[src/sv/sld_pkg.sv]
// ----------------------------------------------------------------------------
// sld_pkg
// Types and constants shared by the deframer modules.
// ----------------------------------------------------------------------------
package sld_pkg;

    localparam int unsigned BYTE_W  = 8;
    localparam int unsigned COUNT_W = 9;
    localparam int unsigned CODE_W  = 3;

    localparam logic [COUNT_W-1:0] COUNT_MAX = 9'd511;
    localparam logic [COUNT_W-1:0] HDR_BYTES = 9'd3;
    localparam logic [COUNT_W-1:0] POS_CMD   = 9'd1;
    localparam logic [COUNT_W-1:0] POS_LEN   = 9'd2;
    localparam logic [COUNT_W-1:0] POS_SYNC  = 9'd0;

    localparam logic [BYTE_W-1:0] SYNC_RESET = 8'hAA;

    typedef enum logic [CODE_W-1:0] {
        ST_OK       = 3'd0,
        ST_SHORT    = 3'd1,
        ST_BAD_SYNC = 3'd2,
        ST_TOO_BIG  = 3'd3,
        ST_SIZE     = 3'd4,
        ST_CHECKSUM = 3'd5
    } t_status;

    typedef enum logic {
        KIND_PAYLOAD = 1'b0,
        KIND_STATUS  = 1'b1
    } t_kind;

    typedef struct packed {
        t_kind             kind;
        logic [BYTE_W-1:0] payload_byte;
        logic [BYTE_W-1:0] payload_index;
        logic [BYTE_W-1:0] frame_cmd;
        logic [BYTE_W-1:0] frame_length;
        t_status           status_code;
    } t_result;

    typedef struct packed {
        logic    valid;
        t_result data;
    } t_push;

endpackage

[src/sv/sld_in_if.sv]
// ----------------------------------------------------------------------------
// sld_in_if
// Received-byte channel: valid/ready handshake with byte and last flag.
// ----------------------------------------------------------------------------
interface sld_in_if;
    logic                       valid;
    logic                       ready;
    logic [sld_pkg::BYTE_W-1:0] rx_byte;
    logic                       rx_last;

    modport source (output valid, output rx_byte, output rx_last, input ready);
    modport sink   (input valid, input rx_byte, input rx_last, output ready);
endinterface

[src/sv/sld_out_if.sv]
// ----------------------------------------------------------------------------
// sld_out_if
// Result channel: payload byte words and end-of-buffer status words.
// ----------------------------------------------------------------------------
interface sld_out_if;
    logic                       valid;
    logic                       ready;
    logic                       result_kind;
    logic [sld_pkg::BYTE_W-1:0] payload_byte;
    logic [sld_pkg::BYTE_W-1:0] payload_index;
    logic [sld_pkg::BYTE_W-1:0] frame_cmd;
    logic [sld_pkg::BYTE_W-1:0] frame_length;
    logic [sld_pkg::CODE_W-1:0] status_code;

    modport source (output valid, output result_kind, output payload_byte,
                    output payload_index, output frame_cmd, output frame_length,
                    output status_code, input ready);
    modport sink   (input valid, input result_kind, input payload_byte,
                    input payload_index, input frame_cmd, input frame_length,
                    input status_code, output ready);
endinterface

[src/sv/sld_core.sv]
// ----------------------------------------------------------------------------
// sld_core
// Frame state and per-byte decode; yields at most one result word per byte.
// ----------------------------------------------------------------------------
module sld_core #(
    parameter int unsigned MAX_PAYLOAD = 64
) (
    input  logic                       i_clk,
    input  logic                       i_rst_n,
    input  logic                       i_cfg_we,
    input  logic [sld_pkg::BYTE_W-1:0] i_cfg_wdata,
    input  logic                       i_accept,
    input  logic [sld_pkg::BYTE_W-1:0] i_rx_byte,
    input  logic                       i_rx_last,
    output sld_pkg::t_push             o_push
);

    localparam logic [sld_pkg::BYTE_W-1:0] MaxLen = sld_pkg::BYTE_W'(MAX_PAYLOAD);

    logic [sld_pkg::BYTE_W-1:0]  r_sync_value;
    logic [sld_pkg::COUNT_W-1:0] r_byte_count, n_byte_count;
    logic                        r_sync_ok, n_sync_ok;
    logic [sld_pkg::BYTE_W-1:0]  r_cmd, n_cmd;
    logic [sld_pkg::BYTE_W-1:0]  r_len, n_len;
    logic [sld_pkg::BYTE_W-1:0]  r_xor, n_xor;

    logic [sld_pkg::COUNT_W-1:0] len_limit;
    logic [sld_pkg::COUNT_W-1:0] pay_index;
    logic                        len_ok;
    logic                        in_payload;
    sld_pkg::t_status            code;

    always_comb begin
        n_sync_ok = r_sync_ok;
        n_cmd     = r_cmd;
        n_len     = r_len;
        n_xor     = r_xor;
        if (r_byte_count == sld_pkg::POS_SYNC) begin
            n_sync_ok = (i_rx_byte == r_sync_value);
        end else if (r_byte_count == sld_pkg::POS_CMD) begin
            n_cmd = i_rx_byte;
            n_xor = r_xor ^ i_rx_byte;
        end else if (r_byte_count == sld_pkg::POS_LEN) begin
            n_len = i_rx_byte;
            n_xor = r_xor ^ i_rx_byte;
        end

        len_ok     = (n_len <= MaxLen);
        len_limit  = sld_pkg::HDR_BYTES + sld_pkg::COUNT_W'(n_len);
        in_payload = (r_byte_count >= sld_pkg::HDR_BYTES) && (r_byte_count < len_limit);
        pay_index  = r_byte_count - sld_pkg::HDR_BYTES;

        priority if (r_byte_count < sld_pkg::HDR_BYTES) begin
            code = sld_pkg::ST_SHORT;
        end else if (!n_sync_ok) begin
            code = sld_pkg::ST_BAD_SYNC;
        end else if (!len_ok) begin
            code = sld_pkg::ST_TOO_BIG;
        end else if (r_byte_count != len_limit) begin
            code = sld_pkg::ST_SIZE;
        end else if (n_xor != i_rx_byte) begin
            code = sld_pkg::ST_CHECKSUM;
        end else begin
            code = sld_pkg::ST_OK;
        end

        o_push.data.frame_cmd    = n_cmd;
        o_push.data.frame_length = n_len;
        if (i_rx_last) begin
            o_push.valid              = i_accept;
            o_push.data.kind          = sld_pkg::KIND_STATUS;
            o_push.data.payload_byte  = '0;
            o_push.data.payload_index = '0;
            o_push.data.status_code   = code;
        end else begin
            o_push.valid              = i_accept && in_payload && n_sync_ok && len_ok;
            o_push.data.kind          = sld_pkg::KIND_PAYLOAD;
            o_push.data.payload_byte  = i_rx_byte;
            o_push.data.payload_index = pay_index[sld_pkg::BYTE_W-1:0];
            o_push.data.status_code   = sld_pkg::ST_OK;
        end

        if (in_payload) begin
            n_xor = n_xor ^ i_rx_byte;
        end
        n_byte_count = (r_byte_count == sld_pkg::COUNT_MAX) ? r_byte_count
                                                             : r_byte_count + 1'b1;
    end

    always_ff @(posedge i_clk) begin
        if (!i_rst_n) begin
            r_sync_value <= sld_pkg::SYNC_RESET;
            r_byte_count <= '0;
            r_sync_ok    <= 1'b0;
            r_cmd        <= '0;
            r_len        <= '0;
            r_xor        <= '0;
        end else begin
            if (i_cfg_we) begin
                r_sync_value <= i_cfg_wdata;
            end
            if (i_accept) begin
                if (i_rx_last) begin
                    r_byte_count <= '0;
                    r_sync_ok    <= 1'b0;
                    r_cmd        <= '0;
                    r_len        <= '0;
                    r_xor        <= '0;
                end else begin
                    r_byte_count <= n_byte_count;
                    r_sync_ok    <= n_sync_ok;
                    r_cmd        <= n_cmd;
                    r_len        <= n_len;
                    r_xor        <= n_xor;
                end
            end
        end
    end

endmodule

[src/sv/sld_skid.sv]
// ----------------------------------------------------------------------------
// sld_skid
// Result register with a skid stage; input side ready is registered.
// ----------------------------------------------------------------------------
module sld_skid (
    input  logic           i_clk,
    input  logic           i_rst_n,
    input  sld_pkg::t_push i_push,
    output logic           o_ready,
    sld_out_if.source      o_res
);

    logic             r_out_valid;
    logic             r_skid_valid;
    sld_pkg::t_result r_out;
    sld_pkg::t_result r_skid;

    assign o_ready = !r_skid_valid;

    always_ff @(posedge i_clk) begin
        if (!i_rst_n) begin
            r_out_valid  <= 1'b0;
            r_skid_valid <= 1'b0;
        end else if (!r_out_valid || o_res.ready) begin
            if (r_skid_valid) begin
                r_out_valid  <= 1'b1;
                r_skid_valid <= 1'b0;
            end else begin
                r_out_valid  <= i_push.valid;
            end
        end else if (i_push.valid) begin
            r_skid_valid <= 1'b1;
        end
    end

    always_ff @(posedge i_clk) begin
        if (!r_out_valid || o_res.ready) begin
            r_out <= r_skid_valid ? r_skid : i_push.data;
        end else if (i_push.valid) begin
            r_skid <= i_push.data;
        end
    end

    assign o_res.valid         = r_out_valid;
    assign o_res.result_kind   = r_out.kind;
    assign o_res.payload_byte  = r_out.payload_byte;
    assign o_res.payload_index = r_out.payload_index;
    assign o_res.frame_cmd     = r_out.frame_cmd;
    assign o_res.frame_length  = r_out.frame_length;
    assign o_res.status_code   = r_out.status_code;

endmodule

[src/sv/sync_length_xor_deframer.sv]
// ----------------------------------------------------------------------------
// sync_length_xor_deframer
// Byte-serial deframer for sync / command / length / payload / XOR frames.
// ----------------------------------------------------------------------------
// One received byte is taken every clock cycle while input ready is high;
// each byte's decode is one pass of compare and XOR logic, registered in the
// result register or skid stage. A skid stage behind the result register
// keeps input ready high while one word waits downstream. Payload bytes leave
// with their index once sync and length have checked out; the byte flagged
// last yields a status word (command, length, code) and clears frame state.
// The sync value register may only be written while no byte is in flight.
// ----------------------------------------------------------------------------
module sync_length_xor_deframer #(
    parameter int unsigned MAX_PAYLOAD = 64
) (
    input  logic                       i_clk,
    input  logic                       i_rst_n,
    input  logic                       i_cfg_we,
    input  logic [sld_pkg::BYTE_W-1:0] i_cfg_wdata,
    sld_in_if.sink                     i_rx,
    sld_out_if.source                  o_res
);

    logic           rx_ready;
    logic           accept;
    sld_pkg::t_push push;

    assign i_rx.ready = rx_ready;
    assign accept     = i_rx.valid && rx_ready;

    sld_core #(
        .MAX_PAYLOAD (MAX_PAYLOAD)
    ) u_core (
        .i_clk       (i_clk),
        .i_rst_n     (i_rst_n),
        .i_cfg_we    (i_cfg_we),
        .i_cfg_wdata (i_cfg_wdata),
        .i_accept    (accept),
        .i_rx_byte   (i_rx.rx_byte),
        .i_rx_last   (i_rx.rx_last),
        .o_push      (push)
    );

    sld_skid u_skid (
        .i_clk   (i_clk),
        .i_rst_n (i_rst_n),
        .i_push  (push),
        .o_ready (rx_ready),
        .o_res   (o_res)
    );

endmodule

[src/flat_wrapper.sv]
// flat-port wrapper written by rule: the top's interface ports become plain ports
module sync_length_xor_deframer_flat 
#(
    parameter int unsigned MAX_PAYLOAD = 64
)
  (i_clk, i_rst_n, i_cfg_we, i_cfg_wdata, i_rx_valid, i_rx_rx_byte, i_rx_rx_last, i_rx_ready, o_res_valid, o_res_result_kind, o_res_payload_byte, o_res_payload_index, o_res_frame_cmd, o_res_frame_length, o_res_status_code, o_res_ready);
  sld_in_if i_rx_i ();
  sld_out_if o_res_i ();
  input  logic i_clk;
  input  logic i_rst_n;
  input  logic i_cfg_we;
  input  logic [sld_pkg::BYTE_W-1:0] i_cfg_wdata;
  input wire logic [$bits(i_rx_i.valid)-1:0] i_rx_valid;
  input wire logic [$bits(i_rx_i.rx_byte)-1:0] i_rx_rx_byte;
  input wire logic [$bits(i_rx_i.rx_last)-1:0] i_rx_rx_last;
  output wire logic [$bits(i_rx_i.ready)-1:0] i_rx_ready;
  output wire logic [$bits(o_res_i.valid)-1:0] o_res_valid;
  output wire logic [$bits(o_res_i.result_kind)-1:0] o_res_result_kind;
  output wire logic [$bits(o_res_i.payload_byte)-1:0] o_res_payload_byte;
  output wire logic [$bits(o_res_i.payload_index)-1:0] o_res_payload_index;
  output wire logic [$bits(o_res_i.frame_cmd)-1:0] o_res_frame_cmd;
  output wire logic [$bits(o_res_i.frame_length)-1:0] o_res_frame_length;
  output wire logic [$bits(o_res_i.status_code)-1:0] o_res_status_code;
  input wire logic [$bits(o_res_i.ready)-1:0] o_res_ready;
  assign i_rx_i.valid = i_rx_valid;
  assign i_rx_i.rx_byte = i_rx_rx_byte;
  assign i_rx_i.rx_last = i_rx_rx_last;
  assign i_rx_ready = i_rx_i.ready;
  assign o_res_valid = o_res_i.valid;
  assign o_res_result_kind = o_res_i.result_kind;
  assign o_res_payload_byte = o_res_i.payload_byte;
  assign o_res_payload_index = o_res_i.payload_index;
  assign o_res_frame_cmd = o_res_i.frame_cmd;
  assign o_res_frame_length = o_res_i.frame_length;
  assign o_res_status_code = o_res_i.status_code;
  assign o_res_i.ready = o_res_ready;
  sync_length_xor_deframer #(.MAX_PAYLOAD(MAX_PAYLOAD)) u_core (.i_clk(i_clk), .i_rst_n(i_rst_n), .i_cfg_we(i_cfg_we), .i_cfg_wdata(i_cfg_wdata), .i_rx(i_rx_i), .o_res(o_res_i));
endmodule
[config.mk]
export PLATFORM = sky130hd
export DESIGN_NAME = sync_length_xor_deframer_flat
export DESIGN_NICKNAME = d
export VERILOG_FILES = /design/src/sv/sld_pkg.sv /design/src/sv/sld_in_if.sv /design/src/sv/sld_out_if.sv /design/src/sv/sld_core.sv /design/src/sv/sld_skid.sv /design/src/sv/sync_length_xor_deframer.sv /design/src/flat_wrapper.sv
export SDC_FILE = /design/constraint.sdc
export NUM_CORES = 1
export LEC_CHECK = 0
export BUFFER_PORTS_ARGS = -buffer_cell sky130_fd_sc_hd__buf_2
export CORE_MARGIN = 2
export CORE_UTILIZATION = 50
export CTS_CLUSTER_DIAMETER = 80
export CTS_CLUSTER_SIZE = 25
export DETAILED_ROUTE_END_ITERATION = 10
export PLACE_DENSITY = 0.76
export SYNTH_ARGS = -nofsm -noshare
export SYNTH_HDL_FRONTEND = slang
export SYNTH_SLANG_ARGS = --single-unit
[constraint.sdc]
create_clock -name i_clk -period 17.65 [get_ports i_clk]
set_input_delay 3.53 -clock i_clk [delete_from_list [all_inputs] [get_ports i_clk]]
set_output_delay 3.53 -clock i_clk [all_outputs]
set_load 0.01 [all_outputs]
== After elaboration in Yosys (flattened, before gate mapping) ==
Cells that the tools add are included.
Widths: inputs -> output; s select.
Cells by class
  add/subtract/negate cells: 3
  multiplexer cells: 25
  $lt $le $gt $ge: 4
  equality and inequality tests: 7
  bitwise operators: 4
  reductions and logical operators: 12
Operators with widths (number)
  $mux 8: 12
  $mux 36: 1
  $mux 18: 1
  $mux 3: 6
  $mux 9: 2
  $xor 8x8->8: 2
  $add 2x8->9 const A: 1
  $add 9x1->9 const B: 1
  $eq 9x1->1 const B: 1
  $eq 9x2->1 const B: 1
  $eq 9x9->1 const B: 1
  $ge 9x2->1 const B: 1
  $logic_not 9->1: 1
  $lt 9x2->1 const B: 1
  $lt 9x9->1: 1
  $ne 9x9->1: 1
  $eq 8x8->1: 1
  $le 8x7->1 const B: 1
  $ne 8x8->1: 1
  $sub 8x2->8 const B: 1
  $logic_and 1x1->1: 5
  $reduce_and 2->1: 2
  $mux 1: 3
  $logic_not 1->1: 2
  other kinds (4): 5
Storage, ports and cells
  bits in registers: 116
  word-level logic and storage cells: 75
  bits of input ports: 22
  output and inout port bits: 38

== Longest topological paths before layout ==
  depth after elaboration: 12
  gate-level depth with buffers: 19
  gate-level depth less buffers: 17

== Hierarchy ==
Synthesis repeated with hierarchy kept, for this count alone.
Second synthesis, totals
  cells, all modules: 514
  area total of the unflattened synthesis: 5947.0 um^2
Modules (own cells, without submodules)
  sld_core: cells each 392, instances 1, area an instance 3183.1 um^2, sequential area each 840.8 um^2
  sld_skid: cells each 121, instances 1, area an instance 2757.6 um^2, sequential area each 2202.1 um^2
  sync_length_xor_deframer: cells each 1, instances 1, area an instance 6.3 um^2, sequential area each 0.0 um^2

== Least setup slack after synthesis ==
No wires, ideal clock.
  path kind: input port to flip-flop
  start point: in i_rx_rx_byte[0]
  end point: reg u_core.u_skid.r_skid[0] in the netlist's numbering (enable)
  required time: 17.166 ns
  setup time: 0.484 ns
  path buffers: 1
  cell stages on the path: 14
  arrival: 8.245 ns
  slack: 8.921 ns
  cells stage by stage: clkbuf_1 -> mux2_2 -> inv_1 -> ha_1 -> nor2_1 -> nand2_1 -> xor2_1 -> ha_1 -> nand3_1 -> o21bai_1 -> a311oi_1 -> nor2_1 -> nand2b_1 -> a211oi_1
RTL lines
  start: declaration: line flat_wrapper.sv:14  | input wire logic [$bits(i_rx_i.rx_byte)-1:0] i_rx_rx_byte;
  end signal: assignment: line sld_skid.sv:40  | r_skid <= i_push.data;
  end: declaration: line sld_skid.sv:16  | sld_pkg::t_result r_skid;

==> metrics.txt <==
slowest CP cell buf_4; max_cap viols 0; DR DRC count 0; cts bufs inserted 17; crit path capture type register; Clock Path Buffers 2; Vias 4321; top-count cell post-synth edfxtp_1; post-CTS resize count 0; Routed WL 13300 um; global-route wire length before repair 21300 um; post-synth cell types 56; I/O pin count 60; ANT nets after route 0; Syn. warnings 0; layout cell share with drive strength beyond 1 24.4%; Root Driver clkbuf_16; vias in the first global route 4243; Slew Limit Fails 0; Pleak 2.63 nW; die height 112 um; Initial Util 51.2%; router iterations before antenna repair 5; worst hold path class reg -> reg; minimum clock period 6390 ps; Tcrit/Tclk final 36.2%; initial antenna violation count 0; CP max stage delay 480 ps; die area 12500 sq um; worst skew pair latency 420 ps; Placer Congestion 0.891; Core ar. 11400 sq um; Synth Register Bits 116; CP arrival 6450 ps; wire length per cell 18.2 um; Antenna Cells 0; DIE WIDTH 112 um; Hold Buf Count CTS 0; RSZ-0062 raised after global routing no; Post CTS Setup Buffer Count 0; CP delay by family, top simple AND/OR/NAND/NOR gates; Post-synth EDFFs 72; Worst Path Max Fanout 36; syn avg cell area 11.2 sq um; IO buf count 59; pin count of the biggest net entering global routing 43; setup total negative slack 0 ps; Synth top cells by count edfxtp_1 (72), dfxtp_1 (44), nand2_1 (42); Remaining Overflow, GRT 0; H-tree levels 4; register area share after synthesis 52.3%; Synth area leaders edfxtp_1 (37%), dfxtp_1 (15%), mux2_2 (6.6%), nor2b_1 (3.7%), xnor2_1 (3.3%); final setup fails 0; Top FF cell, synth edfxtp_1; all-layer global routing usage 21.6%; NumNets Final 609; clk_skew 9.64 ps; status finished, final reports clean; FMAX 156 MHz; Cell Area, Synth 5820 sq um; Worst Tran Pin Value 1000 ps; Syn Inst Count 520; worst path cell trace buf_2, mux2_2, inv_1, ha_1, nor2_1, nand2_1, xor2_1, ha_1, nand3_1, o21bai_1, a311oi_1, nor2_1, nand2b_1, a211oi_4, buf_4; worst reg2reg setup slack 12420 ps; Final Hold Viols 0; Post-synth ARST share 0%; DP HPWL 8560 um; CP required 17700 ps; worst vdd ir 0.0533 mV; register clock-pin slew on the reported worst setup and hold paths 60 ps; Startpoint Class primary input; Starting DRT DRC Count 393; post-DR vias/cell 5.94; area leader, netlist edfxtp_1; row cnt 39; Yosys top cell area share 37.2%; Power Total 0.692 mW; Mapped Nets 557; CTS tree built; Slew headroom 32.6%; Setup CP Type in -> reg; Power Dens Cells 102 nW/um^2; Area growth, synth to finish 16.5%; CTS Sinks 116; Fill cells 905; CP bufs+invs 3
-- power by group --
group          switching, mW  internal [mW]
Combinational         0.0254         0.0154
Sequential           0.00288          0.295
Clock                  0.125          0.229
-- worst min-delay path, stage by stage (launching register included) --
cell and delay (ps):
dfxtp_1 340, mux2i_1 70, nand2_1 60
-- cell families after synthesis --
logic type | Yosys count | share of synthesized area (%)
xor+xnor | 26 | 3.91
compound gates | 96 | 11.4
flops | 116 | 52.3
fa+ha+maj | 15 | 3.23
mux | 47 | 9.14
simple gates | 170 | 15.8
buf+inv | 50 | 4.26
-- area by class of cell --
cell class | count | area (sq um) | share of cell area (%)
Tap cell | 143 | 179 | 2.64
Clock buffer | 20 | 457 | 6.74
Inverter | 19 | 71.3 | 1.05
Timing Repair Buffer | 64 | 333 | 4.91
Sequential cell | 116 | 3040 | 44.9
Clock inverter | 12 | 154 | 2.27
Multi-Input combinational cell | 354 | 2540 | 37.5
-- placed cells by master, fill, tap and decap left out, drive strengths merged, types with 6 or more instances in the layout --
master  netlist  layout
nand3        18      18
xnor2        22      22
edfxtp       72      72
mux2         37      37
mux2i        10      10
nor2b        34      34
a21oi        13      13
o31ai        11      11
o32ai         8       8
nor3          7       7
buf           7      64
nand4         6       6
nor4          7       7
o21ai        19      19
nand2        42      42
dfxtp        44      44
a22oi        17      17
ha           15      15
nor2         35      35
inv          19      21
clkbuf       24      20
-- path summary, 6_finish.rpt --
kind,depth (start not counted),to,from
setup / recovery,15,u_core.u_skid.r_skid[12]$_DFFE_PP_,i_rx_rx_byte[0]
hold / removal,2,u_core.u_core.r_sync_value[5]$_SDFFE_PN1P_,u_core.u_core.r_sync_value[5]$_SDFFE_PN1P_
setup reg to reg,18,u_core.u_skid.r_skid[12]$_DFFE_PP_,u_core.u_core.r_byte_count[1]$_SDFFE_PN0P_
hold reg to reg,2,u_core.u_core.r_sync_value[5]$_SDFFE_PN1P_,u_core.u_core.r_sync_value[5]$_SDFFE_PN1P_
-- flip-flops by register name (all words and copies together) (netlist names), 3 cells and up --
register                           flops
u_core.u_skid.o_res.payload_byte       8
u_core.u_skid.o_res.payload_index      8
u_core.u_core.r_cmd                    8
u_core.u_core.r_byte_count             9
u_core.u_skid.o_res.frame_cmd          8
u_core.u_core.r_sync_value             8
u_core.u_core.r_xor                    8
u_core.u_skid.o_res.frame_length       8
u_core.u_core.r_len                    8
u_core.u_skid.r_skid                  36
u_core.u_skid.o_res.status_code        3
-- routing by layer --
layer,global-route usage [%],part of all wire [%]
met4,9.47,2.4
met1,29.7,45
met3,5.50,6.6
met5,0,0
met2,32.5,46
-- through the flow --
stage          instances  setup slack, ps  hold WS (ps)  instance area, sq um  util (%)
2_1_floorplan        520             8920           464                  5820         -
3_3_place_gp         696            11010           480                  6170      54.3
3_5_place_dp         696            10860           487                  6170      54.3
4_1_cts              728            11280           502                  6780      59.6
5_1_grt              728            11040           533                  6780      59.6
6_report             728            11260           502                  6780      59.6
No activity file was read; power rests on OpenSTA's default activity.
